===== config.mk =====
export PLATFORM = sky130hd
export DESIGN_NAME = atr_ctrl
export DESIGN_NICKNAME = d
export VERILOG_FILES = /design/src/average_true_range_filter_macros.svh /design/src/atr_pkg.sv /design/src/atr_ctrl.sv
export SDC_FILE = /design/constraint.sdc
export NUM_CORES = 1
export LEC_CHECK = 0
export BUFFER_PORTS_ARGS = -buffer_cell sky130_fd_sc_hd__buf_4
export CORE_AREA = 3 3 40 42
export CTS_CLUSTER_SIZE = 25
export DETAILED_ROUTE_END_ITERATION = 16
export DIE_AREA = 0 0 43 45
export PLACE_DENSITY = 0.81
export SLEW_MARGIN = 20
export SYNTH_ARGS = -nofsm -noshare
export SYNTH_HDL_FRONTEND = slang
export SYNTH_SLANG_ARGS = --single-unit

===== constraint.sdc =====
create_clock -name i_clk -period 5.1 [get_ports i_clk]
set_input_delay 0.255 -clock i_clk [delete_from_list [all_inputs] [get_ports i_clk]]
set_output_delay 0.255 -clock i_clk [all_outputs]
set_load 0.01 [all_outputs]

===== src/average_true_range_filter_macros.svh =====
// Assertion macros for the average true range filter.
`ifndef AVERAGE_TRUE_RANGE_FILTER_MACROS_SVH
`define AVERAGE_TRUE_RANGE_FILTER_MACROS_SVH
`ifndef NO_ASSERTIONS
`define ATR_ASSERT_AT(lbl, prop, msg) \
    lbl: assert property (@(posedge i_clk) disable iff (!i_rst_n) (prop)) else $error(msg);
`define ATR_ASSERT_NEXT(lbl, cond, prop, msg) \
    lbl: assert property (@(posedge i_clk) disable iff (!i_rst_n) (cond) |=> (prop)) \
        else $error(msg);
`else
`define ATR_ASSERT_AT(lbl, prop, msg)
`define ATR_ASSERT_NEXT(lbl, cond, prop, msg)
`endif
`endif


===== src/atr_pkg.sv =====
// Types and constants shared by the average true range filter modules.
package atr_pkg;

    localparam int PRICE_BITS = 32;
    localparam int LEN_W      = 7;
    localparam int LEN_MAX    = 2**LEN_W - 1;
    localparam int MODE_W     = 2;
    localparam int FRAC_BITS  = 16;
    localparam int VALUE_W    = PRICE_BITS + FRAC_BITS;
    localparam int PLAIN_W    = PRICE_BITS + LEN_W;
    // n*(n+1)/2 for n up to LEN_MAX
    localparam int TRI_W      = 2*LEN_W - 1;
    localparam int WSUM_W     = PRICE_BITS + TRI_W;
    localparam int EPROD_W    = VALUE_W + LEN_W;
    localparam int NUM_W      = 64;
    localparam int DEN_W      = 14;
    localparam int DIV_STEP   = 4;
    localparam int CFG_IDX_W  = 1;
    localparam int CFG_DATA_W = 7;

    localparam logic [CFG_IDX_W-1:0] CFG_AVG_MODE   = 1'b0;
    localparam logic [CFG_IDX_W-1:0] CFG_WINDOW_LEN = 1'b1;

    localparam logic [MODE_W-1:0] MODE_SIMPLE   = 2'd0;
    localparam logic [MODE_W-1:0] MODE_WEIGHTED = 2'd1;
    localparam logic [MODE_W-1:0] MODE_EXP      = 2'd2;
    localparam logic [MODE_W-1:0] MODE_WILDER   = 2'd3;

    localparam logic [MODE_W-1:0] RESET_MODE = MODE_WILDER;
    localparam logic [LEN_W-1:0]  RESET_LEN  = 7'd14;

    typedef struct packed {
        logic                  series_start;
        logic [PRICE_BITS-1:0] bar_high;
        logic [PRICE_BITS-1:0] bar_low;
        logic [PRICE_BITS-1:0] bar_close;
    } t_bar_in;

    typedef struct packed {
        logic [VALUE_W-1:0] atr_value;
        logic               atr_valid;
    } t_atr_out;

    typedef struct packed {
        logic load_bar;
        logic calc_range;
        logic sums;
        logic div_start;
        logic div_avg;
        logic ema_upd;
        logic res_zero;
        logic res_ema;
        logic res_quot;
        logic out_load;
    } t_dp_cmd;

    typedef struct packed {
        logic have_prev;
        logic seeded;
        logic full;
        logic avg_from_ema;
        logic div_busy;
        logic div_done;
        logic out_free;
    } t_dp_sts;

endpackage


===== src/atr_ctrl.sv =====
// Controller: sequences one price bar through the datapath.
module atr_ctrl (
    input  logic              i_clk,
    input  logic              i_rst_n,
    input  logic              i_in_valid,
    output logic              o_in_stall,
    input  atr_pkg::t_dp_sts  i_sts,
    output atr_pkg::t_dp_cmd  o_cmd
);

    typedef enum logic [8:0] {
        S_IDLE  = 9'b000000001,
        S_CHECK = 9'b000000010,
        S_RANGE = 9'b000000100,
        S_SUMS  = 9'b000001000,
        S_EGO   = 9'b000010000,
        S_EWAIT = 9'b000100000,
        S_AVG   = 9'b001000000,
        S_AWAIT = 9'b010000000,
        S_DONE  = 9'b100000000
    } t_state;

    t_state r_state;
    t_state n_state;

    always_comb begin
        n_state = r_state;
        o_cmd   = '0;
        unique case (r_state)
            S_IDLE: begin
                if (i_in_valid) begin
                    o_cmd.load_bar = 1'b1;
                    n_state        = S_CHECK;
                end
            end
            S_CHECK: begin
                // First bar of a series gives no range
                if (i_sts.have_prev) begin
                    n_state = S_RANGE;
                end else begin
                    o_cmd.res_zero = 1'b1;
                    n_state        = S_DONE;
                end
            end
            S_RANGE: begin
                o_cmd.calc_range = 1'b1;
                n_state          = S_SUMS;
            end
            S_SUMS: begin
                o_cmd.sums = 1'b1;
                n_state    = i_sts.seeded ? S_EGO : S_AVG;
            end
            S_EGO: begin
                o_cmd.div_start = 1'b1;
                n_state         = S_EWAIT;
            end
            S_EWAIT: begin
                if (i_sts.div_done) begin
                    o_cmd.ema_upd = 1'b1;
                    n_state       = S_AVG;
                end
            end
            S_AVG: begin
                if (!i_sts.full) begin
                    o_cmd.res_zero = 1'b1;
                    n_state        = S_DONE;
                end else if (i_sts.avg_from_ema) begin
                    o_cmd.res_ema = 1'b1;
                    n_state       = S_DONE;
                end else begin
                    o_cmd.div_start = 1'b1;
                    o_cmd.div_avg   = 1'b1;
                    n_state         = S_AWAIT;
                end
            end
            S_AWAIT: begin
                if (i_sts.div_done) begin
                    o_cmd.res_quot = 1'b1;
                    n_state        = S_DONE;
                end
            end
            S_DONE: begin
                // Hold the result until the output register frees up
                if (i_sts.out_free) begin
                    o_cmd.out_load = 1'b1;
                    n_state        = S_IDLE;
                end
            end
            default: n_state = S_IDLE;
        endcase
    end

    always_ff @(posedge i_clk) begin
        if (!i_rst_n) begin
            r_state <= S_IDLE;
        end else begin
            r_state <= n_state;
        end
    end

    assign o_in_stall = (r_state != S_IDLE);

endmodule


-- Yosys cells after proc, flatten, opt, wreduce, memory -nomap -nowiden
Index checks and enable logic that the tools add are counted.
- reductions and logical operators: 1
- eq/ne operators: 14
- multiplexer cells: 28
- operators with widths (kind ; count):
    $pmux W9 S9 ; 1
    $mux W9 ; 7
    $mux W1 ; 15
    $eq A9 B1 Y1 const B ; 1
    $eq A9 B2 Y1 const B ; 1
    $eq A9 B3 Y1 const B ; 1
    $eq A9 B4 Y1 const B ; 1
    $eq A9 B5 Y1 const B ; 1
    $eq A9 B6 Y1 const B ; 1
    $eq A9 B7 Y1 const B ; 1
    $eq A9 B8 Y1 const B ; 1
    $eq A9 B9 Y1 const B ; 1
    $ne A9 B1 Y1 const B ; 1
    $ne A2 B2 Y1 const B ; 4
    $mux W7 ; 1
    $mux W2 ; 2
    $pmux W1 S2 ; 2
    $reduce_and A4 Y1 ; 1
- register bits after elaboration: 9
- output and inout bits: 11
- input port bits: 10
- word-level logic and storage cells: 44

-- Longest topological paths before layout
Gate-level depths: netlist (run 1).
- word-level depth: 3
- gate-level depth with buffers: 6

-- Worst setup path after synthesis (run 1)
OpenSTA, ideal clock, no wires.
- kind: register to output
- start: reg r_state[0]
- end: out o_cmd[3] in the netlist's numbering
- data required time: 4.845 ns
- path slack: 3.342 ns
- path buffers: 0
- data arrival time: 1.503 ns
- cell stages (with the launch flop): 6
- cell sequence: dfxtp_1 > nor3_1 > nand2_1 > nor4b_1 > inv_1 > o21ai_0
- RTL lines (item ; line ; source):
    start, declared ; atr_ctrl.sv:23 ; t_state r_state;
    start signal, assigned ; atr_ctrl.sv:97 ; r_state <= n_state;
    end, declared ; atr_ctrl.sv:8 ; output atr_pkg::t_dp_cmd o_cmd

==> impl_metrics.ini, run 1 <==
[route]
ant_nets = 0
drc = 0
dr.pass1.iters = 4
vias_per_cell = 5.58
vias = 686
drt_iter0_markers = 14
wire_per_inst_um = 13.1
routed_wl_um = 1610

[yosys]
synth_cell_types = 32
ys_warn_count = 0
synthTopCellsByArea = dfxtp_1 (27%), nor2_1 (6.3%), nand2_1 (5.7%), nor2b_1 (4.8%), and3_1 (3.8%)
synth_top_cell_area_share_pct = 27.5
synth_nets = 98
ys_top_cells_by_count = nor2_1 (11), nand2_1 (10), dfxtp_1 (9)
avgSynthCellArea_um2 = 7.45
synthCells = 88
synth_area_um2 = 656
synth_ff_type = dfxtp_1
ys_seq_elements = 9
ys_async_sr_fraction_pct = 0
yosysSeqAreaShare_pct = 27.5
synth_top_cell_by_area = dfxtp_1
yosysMostFrequentCell = nor2_1
synth_edf_count = 0

[timing]
max_freq_mhz = 416
rsz0062_at_grt = false
setup_viol = 0
skew_ps = 1.83
fin_crit_sh_pct = 47.1
finalHoldWorstSlack_ps = 225
slew_headroom_pct = 65.5
hold_viol = 0
tightest_slew_ps = 509
slew_viol_final = 0
setup_tns_ps = 0
fin_crit_ps = 2400

[floorplanning]
start_util_pct = 51.0
core_region_area_mm2 = 0.00128
num_rows = 13
die_h_um = 45
ioPinCount = 21
dieArea_mm2 = 0.00194
die_x_um = 43

[layout]
n_antenna_cell = 0
drive_above_1_share_pct = 23.1
stdcell_count = 123
top_regs = r_state (9)
nets = 119
fillers = 127
seq_area_um2 = 180
regMostFlops = r_state
final_util_pct = 64.1
multi_input_area_um2 = 440
largest_register_ffs = 9
area_delta_synth_final_pct = 25.6

[critical_path]
crit_chain = nor3_1 > nand2_1 > nor4b_1 > nand3b_1 > nand2_1 > buf_4
worst-path-max-fanout = 7
cp.arrival_ps = 2150
cp_common_cell = nand2_1
cp_slowest_cell = nor4b_1
worstSetupPathType = reg -> out
start_kind = flip-flop
critPathCaptureType = primary output
worstPathRequired_ps = 4850
slowest_delay_ps = 500

[min_path]
hp-class = in -> reg

[placement]
place_inst = 119
dp_hpwl_um = 1270
port_buffers = 19
finalWeightedCongestion = 0.820

[grt]
grt_pass1_wl_um = 2700
antenna_found_initial = 0
overflow = 0
track_usage_pct = 18.5
grt_pass1_vias = 633
grt_max_degree = 12

[clocking]
clock-sinks = 9
cts_tree = yes
cts_root_buf = clkbuf_4
worstSkewPairLatency_ps = 260
post-cts-setup-buffers = 0
cts_htree_levels = 1
ctsHoldBuffers = 0
clk_path_buf_depth = 2
ctsResizeCount = 0
tritoncts.num_buffers = 3
clkTransAtPathRegs_ps = 70

[job]
cap_violations = 0

[power_and_ir_drop]
leakagePower_nw = 0.385
peakVddDrop_mv = 0.131
p_per_area_mw_per_mm2 = 197

[status]
status = complete, no violations
==> cell families after synthesis <==
family | Yosys count | synth area share, %
simple gates | 55 | 48.1
compound gates | 14 | 15.1
flops | 9 | 27.5
buf+inv | 7 | 5.34
xor+xnor | 3 | 4.01
==> where the power goes <==
part	switching [mW]	total, mW	internal (mW)
clock network	0.0275	0.0577	0.0302
registers	0.00289	0.0750	0.0721
logic	0.0159	0.0297	0.0138
total	0.0463	0.162	0.116
==> path summary, 6_finish.rpt <==
path           endpoint  slack, ps  depth (start not counted)  startpoint
max            o_cmd[6]       2700                          6  r_state[0]
min          r_state[0]        230                          2     i_rst_n
max reg2reg  r_state[7]       3170                          5  r_state[0]
min reg2reg  r_state[2]        520                          2  r_state[1]
==> layout by cell type (no fill, tap or decap), types with 2 or more instances in the layout <==
cell type	synthesis	final
nand4_1	2	2
buf_4	0	19
and3_1	4	4
nand2_1	10	10
o21ai_0	4	4
nor2_1	11	11
xnor2_1	2	2
dfxtp_1	9	9
nand2b_1	4	4
a21o_1	2	2
a21boi_0	3	3
clkbuf_4	0	3
and2_1	2	2
nand3b_1	2	2
nor2b_1	5	5
nand3_1	3	3
nor4_1	2	2
inv_1	4	4
nor3_1	4	4
==> layer usage <==
metal / routed length [um] / track usage, %
met1: 755 / 22.7
met2: 792 / 32.0
met3: 59 / 3.59
met4: 6 / 7.23
met5: 0 / 0
==> metrics by stage <==
| stage | power [mW] | setup WS, ps | cell area [um^2] |
|---|---|---|---|
| 2_1_floorplan | 0.0922 | 3340 | 656 |
| 3_3_place_gp | 0.105 | 3060 | 797 |
| 3_5_place_dp | 0.106 | 3000 | 797 |
| 4_1_cts | 0.164 | 2700 | 823 |
| 5_1_grt | 0.173 | 2430 | 823 |
| 6_report | 0.162 | 2700 | 823 |
==> cell type report <==
type,count,area share (%)
clock buffers,4,3.19
flip-flops and latches,9,21.9
inverters,4,1.82
multi-input cells,72,53.5
well taps,15,2.28
repair buffers,19,17.3
==> worst max-delay path, delay by kind of cell (launching register included) <==
kind          cells  cell delay (ps)
buf+inv           1              110
flops             1              360
simple gates      5             1410
Power figures use the tool's default switching activity.
==> run 2: changes to the inputs <==
CORE_AREA = not set   (was 3 3 40 42)
CORE_MARGIN = 3   (was not set)
CORE_UTILIZATION = 43   (was not set)
DIE_AREA = not set   (was 0 0 43 45)
PLACE_DENSITY = 0.75   (was 0.81)
clock period = 2.1 ns   (was 5.1 ns; I/O delays follow)
==> run 2 against run 1 <==
Worst setup slack got worse by 2600 ps; clock skew about the same; clock power increased by 140%; first-iteration DRC count increased by 50%; largest cell class unchanged; highest routed layer is now met3.
==> impl_metrics.ini, run 2 (same netlist as run 1, synthesis figures left out) <==
[clocking]
cts_root_buf = clkbuf_4
clk_path_buf_depth = 2
tritoncts.num_buffers = 3
ctsHoldBuffers = 0
cts_tree = yes
clock-sinks = 9
clkTransAtPathRegs_ps = 70
cts_htree_levels = 1
worstSkewPairLatency_ps = 260

[grt]
overflow = 0
antenna_found_initial = 0
grt_pass1_wl_um = 2660
grt_max_degree = 11
grt_pass1_vias = 601
track_usage_pct = 17.4

[timing]
setup_viol = 0
skew_ps = 2.01
finalHoldWorstSlack_ps = 72.7
fin_crit_ps = 2030
setup_slack_ps = 74.5
fin_crit_sh_pct = 96.5
hold_viol = 0
tightest_slew_ps = 449
setup_tns_ps = 0
slew_headroom_pct = 69.6
max_freq_mhz = 494
slew_viol_final = 0

[layout]
stdcell_count = 126
fillers = 126
area_delta_synth_final_pct = 33.0
regMostFlops = r_state
n_antenna_cell = 0
top_regs = r_state (9)
fin_area_um2 = 872
final_util_pct = 63.8
final_cell_mix = buf_4 (22), nor2_1 (11), nand2_1 (10)
largest_register_ffs = 9
nets = 122
layout.cells.most_common = buf_4
drive_above_1_share_pct = 29.7
multi_input_area_um2 = 464
seq_area_um2 = 183

[status]
status = complete, no violations

[placement]
place_inst = 120
dp_slack_ps = 231
dp_hpwl_um = 1260
finalWeightedCongestion = 0.855
port_buffers = 19
place_area_um2 = 805

[route]
ant_nets = 0
wire_per_inst_um = 13.4
dr.pass1.iters = 4
drc = 0
vias_per_cell = 5.56
vias = 700
drt_iter0_markers = 21
routed_wl_um = 1690

[floorplanning]
dieArea_mm2 = 0.00203
start_util_pct = 48.0
ioPinCount = 21
core_region_area_mm2 = 0.00137
die_h_um = 45.0
die_x_um = 45.0
num_rows = 13

[critical_path]
start_kind = flip-flop
cp.arrival_ps = 1920
worstSetupPathType = reg -> out
worst-path-max-fanout = 9
worstPathRequired_ps = 2000
r2r_slack_ps = 300
critPathCaptureType = primary output

[power_and_ir_drop]
p_total_uw = 396
leakagePower_nw = 0.403
p_per_area_mw_per_mm2 = 455
peakVddDrop_mv = 0.453

[min_path]
hp-class = in -> reg

[job]
cap_violations = 0
## run 2: changes by cell type in the layout (fill, tap and decap cells not counted), sizes merged
cell	change
buf	+3
## run 2: power breakdown
part / leakage, nW / internal [mW] / switching (mW) / total (mW)
clock: 0.0150 / 0.0735 / 0.0660 / 0.139
sequential: 0.0740 / 0.175 / 0.00797 / 0.183
combinational: 0.314 / 0.0353 / 0.0387 / 0.0740
total: 0.403 / 0.284 / 0.113 / 0.396
## run 2: worst paths after layout
| kind | start | end | cells after the start |
|---|---|---|---|
| setup / recovery | r_state[5] | o_cmd[3] | 5 |
| hold / removal | i_rst_n | r_state[0] | 2 |
| hold reg to reg | r_state[1] | r_state[2] | 2 |
| setup reg to reg | r_state[5] | r_state[3] | 7 |
## run 2: what timing repair did
| item | in CTS | in global routing |
|---|---|---|
| gates cloned | 0 | 0 |
| pin swaps | 0 | 1 |
| resized for setup | 1 | 5 |
| setup buffers | 0 | 2 |
| endpoints found under the setup margin | 3 | 4 |
## run 2: layout make-up
type | count | area share (%)
inverters | 4 | 1.72
multi-input cells | 72 | 53.2
flip-flops and latches | 9 | 20.9
repair buffers | 22 | 18.9
well taps | 15 | 2.15
clock buffers | 4 | 3.01
## run 2: worst max-delay path, stage by stage (launching register included)
cell and delay [ps]:
dfxtp_2 390, nor4_4 380, nand3b_4 150, or4b_4 500, o21ai_0 90, buf_4 140
## run 2: per-layer routing
metal | wire [um] | vias up | track usage, %
li1 | - | 353 | -
met5 | 0 | - | 0
met1 | 781 | 329 | 22.5
met3 | 91 | 0 | 6.37
met2 | 813 | 18 | 28.5
met4 | 0 | 0 | 1.75
==> run 3: changes to the inputs <==
CORE_AREA = 3 3 40 42   (was not set)
CORE_MARGIN = not set   (was 3)
CORE_UTILIZATION = not set   (was 43)
DIE_AREA = 0 0 43 45   (was not set)
PLACE_DENSITY = 0.81   (was 0.75)
clock period = 2.58 ns   (was 2.1 ns; I/O delays follow)
==> run 3 against run 2 <==
Wire length increased by 4.9%; final cell count decreased by 2.4%; sequential power decreased by 19%; sequential share of layout area increased by 0.77 points; worst setup slack improved by 320 ps; die area decreased by 4.6%; critical endpoint is now o_cmd[6].
==> impl_metrics.ini, run 3 (same netlist as run 1, synthesis figures left out) <==
[status]
status = complete, no violations

[timing]
skew_ps = 8.44
rsz0062_at_grt = false
max_freq_mhz = 457
fin_crit_ps = 2190
finalHoldWorstSlack_ps = 88.2
slew_viol_final = 0
setup_viol = 0
setup_tns_ps = 0
hold_viol = 0
fin_crit_sh_pct = 84.8
tightest_slew_ps = 468
slew_headroom_pct = 68.6

[route]
dr.pass1.iters = 4
vias = 709
wire_per_inst_um = 14.4
ant_nets = 0
drt_iter0_markers = 22
vias_per_cell = 5.76
routed_wl_um = 1770
drc = 0

[layout]
final_cell_mix = buf_4 (19), nor2_1 (11), nand2_1 (10)
regMostFlops = r_state
layout.cells.most_common = buf_4
n_antenna_cell = 0
top_regs = r_state (9)
final_util_pct = 64.6
largest_register_ffs = 9
drive_above_1_share_pct = 24.1
fin_area_um2 = 830
nets = 119
area_delta_synth_final_pct = 26.5

[clocking]
tritoncts.num_buffers = 3
cts_htree_levels = 1
ctsHoldBuffers = 0
worstSkewPairLatency_ps = 270
cts_root_buf = clkbuf_4
clkTransAtPathRegs_ps = 70
clk_path_buf_depth = 2
clock-sinks = 9
cts_tree = yes

[critical_path]
worstSetupPathType = reg -> out
worstPathRequired_ps = 2450
r2r_slack_ps = 650
start_kind = flip-flop
critPathCaptureType = primary output
worst-path-max-fanout = 7
cp.arrival_ps = 2060

[placement]
dp_hpwl_um = 1290
finalWeightedCongestion = 0.857
place_area_um2 = 797
port_buffers = 19

[floorplanning]
ioPinCount = 21
dieArea_mm2 = 0.00194
num_rows = 13
core_region_area_mm2 = 0.00128
die_x_um = 43
die_h_um = 45
start_util_pct = 51.0

[power_and_ir_drop]
p_sw_uw = 95.0
leakagePower_nw = 0.385
p_sw_share_pct = 29.2
internal_power_uw = 230
peakVddDrop_mv = 0.230
pwr-share-seq_pct = 45.7
p_per_area_mw_per_mm2 = 391
power.clock.fraction_pct = 35.8
combPwrFrac_pct = 18.6
p_total_uw = 325

[grt]
track_usage_pct = 20.0
overflow = 0
grt_pass1_wl_um = 2940
antenna_found_initial = 0
grt_pass1_vias = 656
grt_max_degree = 12

[job]
cap_violations = 0

[min_path]
hp-class = in -> reg
==> run 3: worst max-delay path: stages (launching register included) <==
cell,delay (ps)
dfxtp_1,370
nor3_1,440
nand2_1,200
nor4b_2,410
nand3b_1,180
nand2_1,90
buf_4,110
==> run 3: path summary, 6_finish.rpt <==
path / from / to / depth (start not counted)
max: r_state[0] / o_cmd[6] / 6
min: i_rst_n / r_state[0] / 2
max reg2reg: r_state[7] / r_state[8] / 5
min reg2reg: r_state[1] / r_state[2] / 2
==> run 3: power by group through the flow <==
stage	Clock [mW]	Sequential, mW	Combinational [mW]
finish	0.116	0.148	0.0603
global route	0.126	0.149	0.0675
CTS	0.115	0.148	0.0593
detailed placement	0	0.151	0.0588
global placement	0	0.151	0.0571
floorplan	0	0.150	0.0325
==> run 3: layer usage <==
metal	routed length, um	up-vias	GRT usage (%)
met3	116	6	3.98
met4	17	0	5.42
met1	699	325	24.2
met5	0	-	0
li1	-	349	-
met2	934	29	36.2
==> run 3: through the flow <==
step | setup WS, ps | instances
2_1_floorplan | 916 | 88
3_3_place_gp | 677 | 119
3_5_place_dp | 639 | 119
4_1_cts | 239 | 123
5_1_grt | 187 | 123
6_report | 393 | 123
==> run 3: layout make-up <==
type,count,area [um^2]
clock buffers,4,26.3
fillers,112,455
multi-input cells,72,447
flip-flops and latches,9,180
inverters,4,15.0
repair buffers,19,143
well taps,15,18.8
==> run 3: timing repair <==
item,4_1_cts,5_1_grt
setup buffers,0,0
gates resized for setup,0,1
endpoints found under the setup margin,0,4
